## src/sv/daily_light_timer_with_buttons_macros.svh

```systemverilog
// Assertion macros for the daily light timer RTL.
`ifndef DAILY_LIGHT_TIMER_WITH_BUTTONS_MACROS_SVH
`define DAILY_LIGHT_TIMER_WITH_BUTTONS_MACROS_SVH

`ifndef SYNTH
`define DLT_ASSERT_NOW(label, clk, rst_n, ante, cons) \
    label: assert property (@(posedge clk) disable iff (!(rst_n)) (ante) |-> (cons)) \
        else $error("daily light timer check failed");
`define DLT_ASSERT_NEXT(label, clk, rst_n, ante, cons) \
    label: assert property (@(posedge clk) disable iff (!(rst_n)) (ante) |=> (cons)) \
        else $error("daily light timer check failed");
`else
`define DLT_ASSERT_NOW(label, clk, rst_n, ante, cons)
`define DLT_ASSERT_NEXT(label, clk, rst_n, ante, cons)
`endif

`endif

```

## src/sv/dlt_pkg.sv

```systemverilog
package dlt_pkg;

    typedef enum logic [2:0] {
        CFG_DEBOUNCE_MS   = 3'd0,
        CFG_ON_TIME_MODE0 = 3'd1,
        CFG_ON_TIME_MODE1 = 3'd2,
        CFG_ON_TIME_MODE2 = 3'd3,
        CFG_REPEAT_PERIOD = 3'd4
    } t_cfg_reg;

    typedef struct packed {
        logic elapsed;
        logic released;
    } t_btn_evt;

    localparam logic [15:0] DEBOUNCE_RESET      = 16'd50;
    localparam logic [19:0] ON_TIME_MODE0_RESET = 20'd10800;
    localparam logic [19:0] ON_TIME_MODE1_RESET = 20'd32400;
    localparam logic [19:0] ON_TIME_MODE2_RESET = 20'd43200;
    localparam logic [19:0] REPEAT_RESET        = 20'd86400;

    localparam logic [2:0] MODE_NONE  = 3'd7;
    localparam logic [2:0] MODE_FIRST = 3'd0;
    localparam logic [1:0] MODE_SHORT = 2'd0;
    localparam logic [1:0] MODE_MID   = 2'd1;
    localparam logic [1:0] MODE_LONG  = 2'd2;
    localparam logic [1:0] MODE_DARK  = 2'd3;

    localparam logic [7:0] BRIGHT_RESET     = 8'd200;
    localparam logic [7:0] BRIGHT_LOW       = 8'd10;
    localparam logic [7:0] BRIGHT_MID       = 8'd100;
    localparam logic [7:0] BRIGHT_HIGH      = 8'd255;
    localparam logic [1:0] BRIGHT_IDX_FIRST = 2'd0;
    localparam logic [1:0] BRIGHT_IDX_MID   = 2'd1;
    localparam logic [1:0] BRIGHT_IDX_LAST  = 2'd2;

    function automatic logic [7:0] bright_value_of(input logic [1:0] idx,
                                                   input logic [7:0] cur);
        logic [7:0] v;
        case (idx)
            BRIGHT_IDX_FIRST: v = BRIGHT_LOW;
            BRIGHT_IDX_MID:   v = BRIGHT_MID;
            BRIGHT_IDX_LAST:  v = BRIGHT_HIGH;
            default:          v = cur;
        endcase
        return v;
    endfunction

    function automatic logic [1:0] bright_idx_next(input logic [1:0] idx);
        logic [1:0] n;
        case (idx)
            BRIGHT_IDX_FIRST: n = BRIGHT_IDX_MID;
            BRIGHT_IDX_MID:   n = BRIGHT_IDX_LAST;
            BRIGHT_IDX_LAST:  n = BRIGHT_IDX_FIRST;
            default:          n = BRIGHT_IDX_MID;
        endcase
        return n;
    endfunction

endpackage

```

## src/sv/dlt_debounce.sv

```systemverilog
module dlt_debounce
    import dlt_pkg::*;
(
    input  logic        i_clk,
    input  logic        i_rst_n,
    input  logic        i_commit,
    input  logic [31:0] i_ms,
    input  logic        i_level,
    input  logic [15:0] i_debounce_ms,
    output t_btn_evt    o_evt
);

    logic        r_last_level;
    logic [31:0] r_last_change;
    logic        n_last_level;
    logic [31:0] n_last_change;
    logic [31:0] elapsed_ms;
    logic        changed;

    assign elapsed_ms = i_ms - r_last_change;
    assign o_evt.elapsed = elapsed_ms > {16'd0, i_debounce_ms};
    assign changed = o_evt.elapsed && (i_level != r_last_level);
    assign o_evt.released = changed && !i_level;

    always_comb begin
        n_last_level  = r_last_level;
        n_last_change = r_last_change;
        if (changed) begin
            n_last_level  = i_level;
            n_last_change = i_ms;
        end
    end

    always_ff @(posedge i_clk) begin
        if (!i_rst_n) begin
            r_last_level  <= 1'b0;
            r_last_change <= '0;
        end else if (i_commit) begin
            r_last_level  <= n_last_level;
            r_last_change <= n_last_change;
        end
    end

endmodule

```

## src/sv/daily_light_timer_with_buttons.sv

```systemverilog
// An accepted input beat is registered in the input stage, and its result in the output stage.
// Throughput: one polling pass per cycle while the output is not stalled; the pass is
// computed between the input stage register and the state and result registers.
// Reset (synchronous, active low) empties both stages, restores the register
// defaults, sets brightness 200, no mode chosen and the lamp dark.
`include "daily_light_timer_with_buttons_macros.svh"

module daily_light_timer_with_buttons
    import dlt_pkg::*;
(
    input  logic        i_clk,
    input  logic        i_rst_n,
    input  logic        i_cfg_wr_en,
    input  logic [2:0]  i_cfg_index,
    input  logic [19:0] i_cfg_data,
    input  logic        i_valid,
    output logic        o_stall,
    input  logic [31:0] i_ms_time,
    input  logic [31:0] i_clock_seconds,
    input  logic        i_bright_button,
    input  logic        i_power_button,
    output logic        o_valid,
    input  logic        i_stall,
    output logic        o_light_on,
    output logic [7:0]  o_brightness_level,
    output logic [1:0]  o_mode_value,
    output logic        o_mode_chosen
);

    logic [15:0] r_debounce_ms;
    logic [19:0] r_on_time0;
    logic [19:0] r_on_time1;
    logic [19:0] r_on_time2;
    logic [19:0] r_repeat;

    logic        r_in_valid;
    logic [31:0] r_in_ms;
    logic [31:0] r_in_now;
    logic        r_in_bright;
    logic        r_in_power;
    logic        r_out_valid;

    logic [1:0]  r_bidx;
    logic [7:0]  r_bval;
    logic [2:0]  r_mode;
    logic [31:0] r_deadline;
    logic [31:0] r_retrig;
    logic        r_lamp;

    logic [1:0]  n_bidx;
    logic [7:0]  n_bval;
    logic [2:0]  n_mode;
    logic [31:0] n_deadline;
    logic [31:0] n_retrig;
    logic        n_lamp;

    logic        out_free;
    logic        commit;
    logic        trigger;
    logic [19:0] span;
    t_btn_evt    bright_evt;
    t_btn_evt    power_evt;

    assign out_free = !r_out_valid || !i_stall;
    assign commit   = r_in_valid && out_free;
    assign o_stall  = r_in_valid && !out_free;

    always_ff @(posedge i_clk) begin
        if (!i_rst_n) begin
            r_debounce_ms <= DEBOUNCE_RESET;
            r_on_time0    <= ON_TIME_MODE0_RESET;
            r_on_time1    <= ON_TIME_MODE1_RESET;
            r_on_time2    <= ON_TIME_MODE2_RESET;
            r_repeat      <= REPEAT_RESET;
        end else if (i_cfg_wr_en) begin
            case (i_cfg_index)
                CFG_DEBOUNCE_MS:   r_debounce_ms <= i_cfg_data[15:0];
                CFG_ON_TIME_MODE0: r_on_time0    <= i_cfg_data;
                CFG_ON_TIME_MODE1: r_on_time1    <= i_cfg_data;
                CFG_ON_TIME_MODE2: r_on_time2    <= i_cfg_data;
                CFG_REPEAT_PERIOD: r_repeat      <= i_cfg_data;
                default: ;
            endcase
        end
    end

    always_ff @(posedge i_clk) begin
        if (!i_rst_n) begin
            r_in_valid  <= 1'b0;
            r_out_valid <= 1'b0;
        end else begin
            if (!o_stall) begin
                r_in_valid <= i_valid;
            end
            if (commit) begin
                r_out_valid <= 1'b1;
            end else if (!i_stall) begin
                r_out_valid <= 1'b0;
            end
        end
    end

    always_ff @(posedge i_clk) begin
        if (i_valid && !o_stall) begin
            r_in_ms     <= i_ms_time;
            r_in_now    <= i_clock_seconds;
            r_in_bright <= i_bright_button;
            r_in_power  <= i_power_button;
        end
    end

    dlt_debounce u_bright_db (
        .i_clk         (i_clk),
        .i_rst_n       (i_rst_n),
        .i_commit      (commit),
        .i_ms          (r_in_ms),
        .i_level       (r_in_bright),
        .i_debounce_ms (r_debounce_ms),
        .o_evt         (bright_evt)
    );

    dlt_debounce u_power_db (
        .i_clk         (i_clk),
        .i_rst_n       (i_rst_n),
        .i_commit      (commit),
        .i_ms          (r_in_ms),
        .i_level       (r_in_power),
        .i_debounce_ms (r_debounce_ms),
        .o_evt         (power_evt)
    );

    always_comb begin
        n_bidx     = r_bidx;
        n_bval     = r_bval;
        n_mode     = r_mode;
        n_deadline = r_deadline;
        n_retrig   = r_retrig;
        n_lamp     = r_lamp;
        trigger    = 1'b0;
        span       = r_on_time0;

        if (r_retrig != '0 && r_in_now >= r_retrig) begin
            trigger  = 1'b1;
            n_retrig = '0;
        end

        if (bright_evt.released) begin
            n_bval = bright_value_of(r_bidx, r_bval);
            n_bidx = bright_idx_next(r_bidx);
        end

        if (power_evt.released) begin
            n_mode  = r_mode[2] ? MODE_FIRST : {1'b0, 2'(r_mode[1:0] + 2'd1)};
            trigger = 1'b1;
        end

        // The lamp only expires in a pass where the power window is open.
        if (power_evt.elapsed && r_in_now >= r_deadline) begin
            n_lamp = 1'b0;
        end

        if (trigger && !n_mode[2]) begin
            case (n_mode[1:0])
                MODE_SHORT: span = r_on_time0;
                MODE_MID:   span = r_on_time1;
                MODE_LONG:  span = r_on_time2;
                default:    span = r_on_time0;
            endcase
            if (n_mode[1:0] == MODE_DARK) begin
                n_lamp = 1'b0;
            end else begin
                n_lamp     = 1'b1;
                n_deadline = r_in_now + {12'd0, span};
                n_retrig   = r_in_now + {12'd0, r_repeat};
            end
        end
    end

    always_ff @(posedge i_clk) begin
        if (!i_rst_n) begin
            r_bidx     <= BRIGHT_IDX_FIRST;
            r_bval     <= BRIGHT_RESET;
            r_mode     <= MODE_NONE;
            r_deadline <= '0;
            r_retrig   <= '0;
            r_lamp     <= 1'b0;
        end else if (commit) begin
            r_bidx     <= n_bidx;
            r_bval     <= n_bval;
            r_mode     <= n_mode;
            r_deadline <= n_deadline;
            r_retrig   <= n_retrig;
            r_lamp     <= n_lamp;
        end
    end

    assign o_valid            = r_out_valid;
    assign o_light_on         = r_lamp;
    assign o_brightness_level = r_bval;
    assign o_mode_value       = r_mode[2] ? 2'd0 : r_mode[1:0];
    assign o_mode_chosen      = !r_mode[2];

    `DLT_ASSERT_NEXT(a_stage_held, i_clk, i_rst_n, o_stall, r_in_valid)
    `DLT_ASSERT_NEXT(a_mode_sticky, i_clk, i_rst_n, !r_mode[2], !r_mode[2])
    `DLT_ASSERT_NOW(a_bidx_range, i_clk, i_rst_n, 1'b1, r_bidx <= BRIGHT_IDX_LAST)
    `DLT_ASSERT_NOW(a_lit_has_mode, i_clk, i_rst_n, r_lamp, !r_mode[2] && r_mode[1:0] != MODE_DARK)

endmodule
```

## config.mk

```make
export PLATFORM = sky130hd
export DESIGN_NAME = daily_light_timer_with_buttons
export DESIGN_NICKNAME = d
export VERILOG_FILES = /design/src/sv/dlt_pkg.sv /design/src/sv/dlt_debounce.sv /design/src/sv/daily_light_timer_with_buttons.sv
export VERILOG_INCLUDE_DIRS = /design/src /design/src/sv
export SDC_FILE = /design/constraint.sdc
export NUM_CORES = 1
export LEC_CHECK = 0
export ABC_AREA = 0
export ABC_CLOCK_PERIOD_IN_PS = 9140
export BUFFER_PORTS_ARGS = -buffer_cell sky130_fd_sc_hd__buf_2
export CAP_MARGIN = 25
export CORE_UTILIZATION = 63
export DETAILED_ROUTE_END_ITERATION = 8
export GPL_ROUTABILITY_DRIVEN = 1
export MAX_ROUTING_LAYER = met4
export PLACE_DENSITY = 0.81
export SLEW_MARGIN = 25
export SYNTH_ARGS = -nofsm -noshare
export SYNTH_HDL_FRONTEND = slang
export SYNTH_SLANG_ARGS = --single-unit
```

## constraint.sdc

```tcl
create_clock -name i_clk -period 9.14 [get_ports i_clk]
set_input_delay 0.914 -clock i_clk [delete_from_list [all_inputs] [get_ports i_clk]]
set_output_delay 0.914 -clock i_clk [all_outputs]
set_load 0.02 [all_outputs]
```

After elaboration in Yosys (flattened, before gate mapping)
Index checks and enable logic that the tools add are counted.
Widths: inputs -> output; s select.
- register bits: 308
- input bits: 94
- output and inout port bits: 14
- word-level logic and storage cells: 95
- $add $sub $neg: 5
- $lt $le $gt $ge: 4
- equal/unequal tests: 12
- muxes and demuxes: 17
- bitwise gates (word level): 1
- reductions and logical operators: 35
- operators by type and width (operator ; number):
    $mux 32 ; 3
    $add 32x20->32 ; 2
    $ge 32x32->1 ; 2
    $gt 32x16->1 ; 2
    $sub 32x32->32 ; 2
    $pmux 20 s2 ; 1
    $reduce_bool 32->1 ; 1
    $pmux 8 s3 ; 1
    $mux 20 ; 1
    $reduce_and 2->1 ; 9
    $logic_and 1x1->1 ; 10
    $logic_not 1->1 ; 8
    $mux 1 ; 7
    $eq 2x2->1 const B ; 3
    $eq 3x2->1 const B ; 2
    $reduce_and 3->1 ; 2
    $eq 2x1->1 const B ; 2
    $mux 2 ; 2
    $pmux 2 s2 ; 1
    $eq 3x1->1 const B ; 1
    $eq 3x3->1 const B ; 1
    $logic_not 3->1 ; 1
    $mux 3 ; 1
    $reduce_bool 3->1 ; 1
    other kinds (7) ; 8

Logic depth before layout (Yosys ltp)
Gate-level depths: netlist of the first run.
- depth after elaboration: 9
- depth in mapped cells: 42
- mapped depth without buffers: 41

Cells and area by module
A second synthesis of the first run with hierarchy kept.
- cells, all modules: 2441
- area, all modules: 20475.9 sq um
- by module, submodules not included (module ; times used ; cells each ; area an instance (sq um) ; seq. area each (sq um)):
    daily_light_timer_with_buttons ; 1 ; 1409 ; 12819.8 ; 5465.2
    dlt_debounce (u_power_db) ; 1 ; 538 ; 3963.8 ; 660.6
    dlt_debounce (u_bright_db) ; 1 ; 494 ; 3692.3 ; 660.6

Worst setup path before layout of the first run
OpenSTA, ideal clock, no wires.
- path type: reg-to-reg
- from: reg r_in_ms[0]
- to: reg r_deadline[24]
- library setup time: 0.086 ns
- data arrival time: 7.390 ns
- setup slack: 1.664 ns
- cell stages (with the launch flop): 42
- path buffers: 1
- clock period less this slack: 7.476 ns
- path through: edfxtp_1 -> inv_1 -> ha_1 -> fa_1 -> nand2b_1 -> a21oi_2 -> o21ai_0 -> nand2b_1 -> a21oi_1 -> nor2b_1 -> o21ai_0 -> nand2b_1 -> a31oi_1 -> xnor2_1 -> ha_1 -> nand4_1 -> a2111oi_0 -> nor4b_1 -> (+6 left out) -> a21o_1 -> ha_1 -> clkbuf_1 -> a22oi_1 -> o21ai_0 -> ha_1 -> fa_1 -> a21o_1 -> a21oi_1 -> o21ai_0 -> a21oi_1 -> o21bai_1 -> a21o_1 -> o21a_1 -> a221oi_1 -> nor2_1 -> xnor2_1 -> a211oi_1
- longest elaborated chain between the ends: 9
- elaborated cells between the ends (all ways): 16
- classes of those cells: add/sub: 2; order compare: 1; eq/ne: 3; mux: 4; bitwise: 1; reduce/logical: 5
- RTL lines (element ; RTL line ; RTL):
    start, declared ; daily_light_timer_with_buttons.sv:37 ; logic [31:0] r_in_ms;
    start signal, assigned ; daily_light_timer_with_buttons.sv:105 ; r_in_ms <= i_ms_time;
    $sub 32x32->32 * ; dlt_debounce.sv:20 ; assign elapsed_ms = i_ms - r_last_change;
    $gt 32x16->1 * ; dlt_debounce.sv:21 ; assign o_evt.elapsed = elapsed_ms > {16'd0, i_debounce_ms};
    $logic_and 1x1->1 * ; dlt_debounce.sv:22 ; assign changed = o_evt.elapsed && (i_level != r_last_level);
    $logic_and 1x1->1 * ; dlt_debounce.sv:23 ; assign o_evt.released = changed && !i_level;
    $mux 3 * ; daily_light_timer_with_buttons.sv:152 ; if (power_evt.released) begin
    via n_mode[0] ; daily_light_timer_with_buttons.sv:52 ; logic [2:0] n_mode;
    $eq 2x2->1 or $eq 2x1->1 (tied branches) ; daily_light_timer_with_buttons.sv:163 ; case (n_mode[1:0])
    $pmux 20 s2 ; daily_light_timer_with_buttons.sv:163 ;
    $mux 20 ; daily_light_timer_with_buttons.sv:162 ; if (trigger && !n_mode[2]) begin
    $add 32x20->32 ; daily_light_timer_with_buttons.sv:173 ; n_deadline = r_in_now + {12'd0, span};
    end signal, assigned ; daily_light_timer_with_buttons.sv:191 ; r_deadline <= n_deadline;
    end, declared ; daily_light_timer_with_buttons.sv:46 ; logic [31:0] r_deadline;
The timed path passes the listed nets; every way through them passes the cells marked *. The select of a mux whose other input is x is not followed.
A chain may end at the register's enable or synchronous reset.

Final worst setup path of the first run
Ends and elaborated chain as after synthesis.

==> results of run 1 <==
## per-stage QoR
stage	cells	util
after floorplan	2411	-
after CTS	2881	0.701
after detailed placement	2817	0.665
after global placement	2817	0.665
final	2882	0.701
after global routing	2882	0.701
## registers in the layout, summed over array words and instances (netlist names), 2 cells and up
| name | cells |
|---|---|
| r_deadline | 32 |
| r_in_ms | 32 |
| r_in_now | 32 |
| r_retrig | 32 |
| u_bright_db.r_last_change | 32 |
| u_power_db.r_last_change | 32 |
| r_on_time0 | 20 |
| r_on_time1 | 20 |
| r_on_time2 | 20 |
| r_repeat | 20 |
| r_debounce_ms | 16 |
| o_brightness_level | 6 |
| r_mode | 3 |
| r_bidx | 2 |
## critical path: cells and delay by family (launching register included)
kind                     cells  cell delay [ps]
AO/OA/AOI/OAI               18             3690
XOR/XNOR                     2              280
adder cells (fa/ha/maj)      6             2040
buffers and inverters        3              440
flip-flops                   1              350
AND/OR/NAND/NOR              8             1520
## placed cells by master (no fill, tap or decap), types with 5 or more instances in the layout
cell type,n
or3_1,10
buf_2,106
and3_1,19
a211o_1,5
nand2b_1,25
edfxtp_1,66
a221oi_1,5
a31oi_1,11
o21bai_1,10
nor3_1,37
or2_2,10
nor3b_1,7
o2111ai_1,14
dfxtp_1,240
o21a_1,30
nor4_1,22
and2_1,9
mux2i_1,43
nand2_1,383
inv_1,171
o21ai_0,134
xor2_1,34
nand4_1,32
a22oi_1,20
o211ai_1,21
o31ai_1,22
a21oi_1,200
nand3_1,120
nor2_1,107
a21o_1,42
clkbuf_1,14
buf_4,14
ha_1,205
a22o_1,29
nor2b_1,20
a211oi_1,35
xnor2_1,61
clkbuf_16,36
clkbuf_8,8
o22ai_1,6
## logic make-up (layout without fill, tap and decap cells)
group | after synthesis | in the layout
AO/OA/AOI/OAI | 637 | 637
XOR/XNOR | 95 | 95
AND/OR/NAND/NOR | 836 | 836
multiplexers | 47 | 47
flip-flops | 306 | 306
adder cells (fa/ha/maj) | 209 | 209
buffers and inverters | 281 | 356
## cell type report
class / count / area share
flip-flops and latches: 306 / 0.313
clock inverters: 6 / 0.00214
well taps: 396 / 0.0229
multi-input cells: 1824 / 0.553
clock buffers: 58 / 0.0491
repair buffers: 120 / 0.0293
inverters: 172 / 0.0299
## worst min path at each step
stage | slack [ps] | end | cells after the start
after floorplan | 430 | u_bright_db.r_last_change[10] | 2
after global placement | 440 | r_on_time2[9] | 2
after detailed placement | 450 | r_debounce_ms[9] | 2
after CTS | 450 | r_on_time2[10] | 2
after global routing | 470 | r_on_time2[9] | 2
final | 450 | u_bright_db.r_last_change[26] | 2
## repair_timing
action	CTS	global route
hold endpoints to repair	0	0
endpoints found under the setup margin	0	6
setup buffers	0	1
## power groups by stage
| stage | clock [mW] | combinational [mW] | sequential, mW |
|---|---|---|---|
| finish | 1.36 | 0.702 | 1.47 |
| global route | 1.43 | 0.773 | 1.47 |
| CTS | 1.38 | 0.687 | 1.47 |
| detailed placement | 0 | 0.680 | 1.50 |
| global placement | 0 | 0.662 | 1.50 |
| floorplan | 0 | 0.509 | 1.48 |
## per-layer routing
layer | share of wire | GRT usage
met1 | 0.45 | 0.454
met2 | 0.46 | 0.525
met3 | 0.066 | 0.0410
met4 | 0.023 | 0.0940
met5 | 0 | -
==> qor.csv, run 1 <==
metric,value,unit
tns,0,ps
syn_avg_cell_area,8.29,um^2
nets,2762,
cp.required,9570,ps
clockPowerShare,0.385,
skew,18.9,ps
crit_arrival,8850,ps
grt_pass1_wl,85.8,mm
period_share,0.922,
ys_ff_latch,306,
clk_pin_slew,60,ps
finalInstanceArea,21700,um^2
crit_top_cell,o21ai_0,
slew_violations,0,
clock_latency,520,ps
hold_violations,0,
cts_buffer_depth,3,
setup_ws,713,ps
yosysTopAreaCellShare,0.241,
wl_per_cell,18.6,um
grt_max_degree,87,
r2r-start,r_in_ms[0],
cap_violations,0,
max_stage_delay,530,ps
cts_buffers,35,
post_dp_cell_area,20500,um^2
synth_top_family_by_area,compound AO/OA/AOI/OAI gates,
min-delay-start,u_bright_db.r_last_change[26],
cts.sinks,306,
dpl.hpwl,39.7,mm
vias,17800,
synthCells,2411,
root_buffer,clkbuf_16,
p_per_area,163,nW/um^2
grt-ovfl-total,0,
critical_path.slowest_cell,o21ai_0,
drt-vias-per-instance,6.18,
synth_warnings,0,
period_minus_slack,8430,ps
drt_iter0_drc,1475,
yosysMostFrequentCell,nand2_1,
irDropWorstVdd,0.158,mV
fmax,119,MHz
core_area,30900,um^2
rows,64,
syn_to_final_growth,8.46,%
synth_area_leaders,"dfxtp_1, ha_1, edfxtp_1, nand2_1, a21oi_1",
die_y,180,um
p_leak,8.36,nW
die-area,32400,um^2
switchingPower,1.04,mW
synthFlopType,dfxtp_1,
r2r_end,r_deadline[24],
async_reset_ff_frac,0,
io_pins,108,
synth.distinct_cells,99,
area.sequential,6790,um^2
post_cts_resized,0,
worst-slew-pin-transition,961,ps
seqPwrFrac,0.416,
hp-class,register to register,
grt_pass1_vias,16700,
synth_xor_area_frac,0.0417,
synth_top_area_cell,dfxtp_1,
crit_type,register to register,
setup_viol,0,
multi_input_area,12000,um^2
firstDrtPassIters,6,
antennaDiodeCount,0,
critPathLaunch,r_in_ms[0],
antenna_found_initial,0,
relSlewSlack,0.360,
p_int,2.49,mW
routabilityCongestion,0.969,
die_w,180,um
drive_above_1_share,0.0881,
synth_area,20000,um^2
synth_fa_ha_area_frac,0.132,
synth.area.mux_share,0.0238,
reg2reg_slack,710,ps
crit_fanout,8,
synth-compound-area-share,0.206,
post-place-ws,839,ps
portBuffers,107,
grt_usage,0.335,
worst_hold_slack,454,ps
syn_nets,2714,
cts_tree,yes,
pwr-share-comb,0.199,
startpoint_type,register,
initial_core_util,0.646,
fillers,2559,
routed_wl,53.5,mm
switching_share,0.294,
holdBufCountCts,0,
synth_edf_count,66,
synthTopCellsByCount,"nand2_1, dfxtp_1, ha_1, a21oi_1, inv_1",
total_power,3.53,mW
worstRegToRegCells,37,
end_kind,register,
crit_end,r_deadline[24],
outcome,completed,
ant_nets,0,
synth-simple-area-share,0.196,
drt_drc_violations_left,0,
htree_levels,2,
ys_seq_area_frac,0.340,
(Power assumes the default switching activity.)
==> inputs of run 2 (changes only) <==
--- a/config.mk
+++ b/config.mk
@@ -15,6 +15,7 @@
 export GPL_ROUTABILITY_DRIVEN = 1
 export MAX_ROUTING_LAYER = met4
 export PLACE_DENSITY = 0.81
+export RECOVER_POWER = 100
 export SLEW_MARGIN = 25
 export SYNTH_ARGS = -nofsm -noshare
 export SYNTH_HDL_FRONTEND = slang
==> run 2 against run 1 <==
Register-to-register slack got worse by 40 ps. Sequential share of layout area up 0.11 points. Critical path depth is the same. Setup slack worse by 37 ps. Final cell count unchanged. Highest routed layer unchanged. Combinational power hardly changed. Die area did not move. Cell area down 0.34%. Wire length hardly changed. The flow now finishes with violations (max-capacitance violations, max-slew violations). Utilization shrank 0.24 points. Sequential cell count unchanged.
==> qor.csv, run 2 (synthesis results as in run 1) <==
metric,value,unit,change
fin_util,0.699,,-0.00239
violations,"max-capacitance violations, max-slew violations",,
final_common_cell,nand2_1,,
clock_latency,520,ps,about the same
hold_violations,0,,unchanged
drt_drc_violations_left,0,,unchanged
clk_pin_slew,60,ps,about the same
total_power,3.53,mW,about the same
crit_fanout,8,,unchanged
grt-ovfl-total,0,,unchanged
rows,64,,unchanged
irDropWorstVdd,0.158,mV,+0.18%
ant_nets,0,,unchanged
cts_buffer_depth,3,,unchanged
die-area,32400,um^2,unchanged
nets,2762,,unchanged
antenna_found_initial,0,,unchanged
grt_pass1_wl,85.8,mm,unchanged
vias,17900,,+0.52%
reg2reg_slack,680,ps,-40 ps
r2r-start,r_in_ms[0],,
cp.required,9560,ps,about the same
worst-slew-pin-transition,4090,ps,+3130 ps
die_y,180,um,unchanged
antennaDiodeCount,0,,unchanged
p_leak,8.27,nW,-1.0%
critical_path.slowest_cell,o21ai_0,,
htree_levels,2,,unchanged
tns,0,ps,unchanged
routabilityCongestion,0.969,,unchanged
core_area,30900,um^2,unchanged
worstRegToRegCells,37,,unchanged
initial_core_util,0.646,,unchanged
drive_above_1_share,0.0768,,-0.0113
worstHoldPathCells,2,,unchanged
startpoint_type,register,,
cap_violations,5,,+5
routed_wl,53.5,mm,about the same
grt_usage,0.335,,unchanged
root_buffer,clkbuf_16,,
dp.cells,2817,,unchanged
fmax,118,MHz,-0.43%
crit_top_cell,o21ai_0,,
hp-class,register to register,,
end_kind,register,,
hold_end,r_on_time0[15],,
io_pins,108,,unchanged
min-delay-start,r_on_time0[15],,
dpl.hpwl,39.7,mm,unchanged
setup_ws,677,ps,-36.5 ps
max_stage_delay,530,ps,about the same
post-place-ws,839,ps,unchanged
mostFrequentLayoutCells,"nand2_1, dfxtp_1, ha_1, a21oi_1, inv_1",,
skew,18.6,ps,-0.352 ps
relSlewSlack,-1.73,,-2.08
wl_per_cell,18.6,um,about the same
cts.sinks,306,,unchanged
r2r_end,r_deadline[28],,
drt_iter0_drc,1534,,+4.0%
die_w,180,um,unchanged
p_per_area,164,nW/um^2,+0.43%
setup_viol,0,,unchanged
crit_arrival,8890,ps,+40 ps
syn_to_final_growth,8.09,%,
period_share,0.926,,+0.00400
period_minus_slack,8460,ps,+36.5 ps
grt_pass1_vias,16700,,unchanged
fillers,2578,,+0.74%
grt_max_degree,87,,unchanged
crit_type,register to register,,
cts_tree,yes,,
firstDrtPassIters,5,,-1
outcome,"complete, but fails checks",,
slew_violations,197,,+197
drt-vias-per-instance,6.21,,+0.52%
portBuffers,107,,unchanged
cts_buffers,35,,unchanged
layout.cells.non_filler,2882,,unchanged
==> run 2: layout make-up <==
| cell class | count | area (um^2) | area share |
|---|---|---|---|
| multi-input cells | 1824 | 12000 | 0.554 |
| inverters | 172 | 647 | 0.0300 |
| flip-flops and latches | 306 | 6790 | 0.314 |
| clock buffers | 58 | 1060 | 0.0493 |
| well taps | 396 | 495 | 0.0229 |
| clock inverters | 6 | 46.3 | 0.00214 |
| repair buffers | 120 | 597 | 0.0276 |
==> run 2: worst max path at each step <==
stage,from,end,slack [ps],cells past startpoint
5_1_grt,r_in_ms[0],r_deadline[30],-70,41
6_report,r_in_ms[0],r_deadline[28],680,37
3_3_place_gp,r_in_ms[0],r_deadline[30],1150,37
2_1_floorplan,r_in_ms[0],r_deadline[24],1660,41
3_5_place_dp,r_in_ms[0],r_deadline[24],840,36
4_1_cts,r_in_ms[0],r_deadline[24],750,36
==> run 2: critical path, delay by kind of cell, from the launching register on <==
kind / cells / cell delay (ps)
adders and majority gates: 6 / 2040
AOI/OAI and AO/OA: 18 / 3700
buffers and inverters: 3 / 440
DFF: 1 / 350
xor gates and xnor gates: 2 / 280
and+or+nand+nor: 8 / 1540
==> run 2: metrics by stage <==
stage	hold slack, ps	instance area [um^2]
3_3_place_gp	441	20500
5_1_grt	474	21600
6_report	453	21600
4_1_cts	454	21700
3_5_place_dp	447	20500
2_1_floorplan	435	20000
==> run 2: power by group <==
group	switching [mW]	internal [mW]	total, mW
combinational	0.432	0.268	0.700
sequential	0.0414	1.43	1.47
clock	0.566	0.796	1.36
total	1.04	2.49	3.53
==> run 2: timing repair <==
action,CTS,global route
endpoints found under the setup margin,0,6
resized for setup,0,0
hold buffers,0,0
buffers inserted,0,1
==> run 2: metal layers <==
layer | vias up | GRT usage | part of all wire | wire (um)
li1 | 8724 | - | - | -
met1 | 8462 | 0.454 | 0.45 | 24200
met2 | 622 | 0.525 | 0.46 | 24500
met3 | 98 | 0.0410 | 0.066 | 3550
met4 | 0 | 0.0940 | 0.024 | 1260
met5 | - | - | 0 | 0
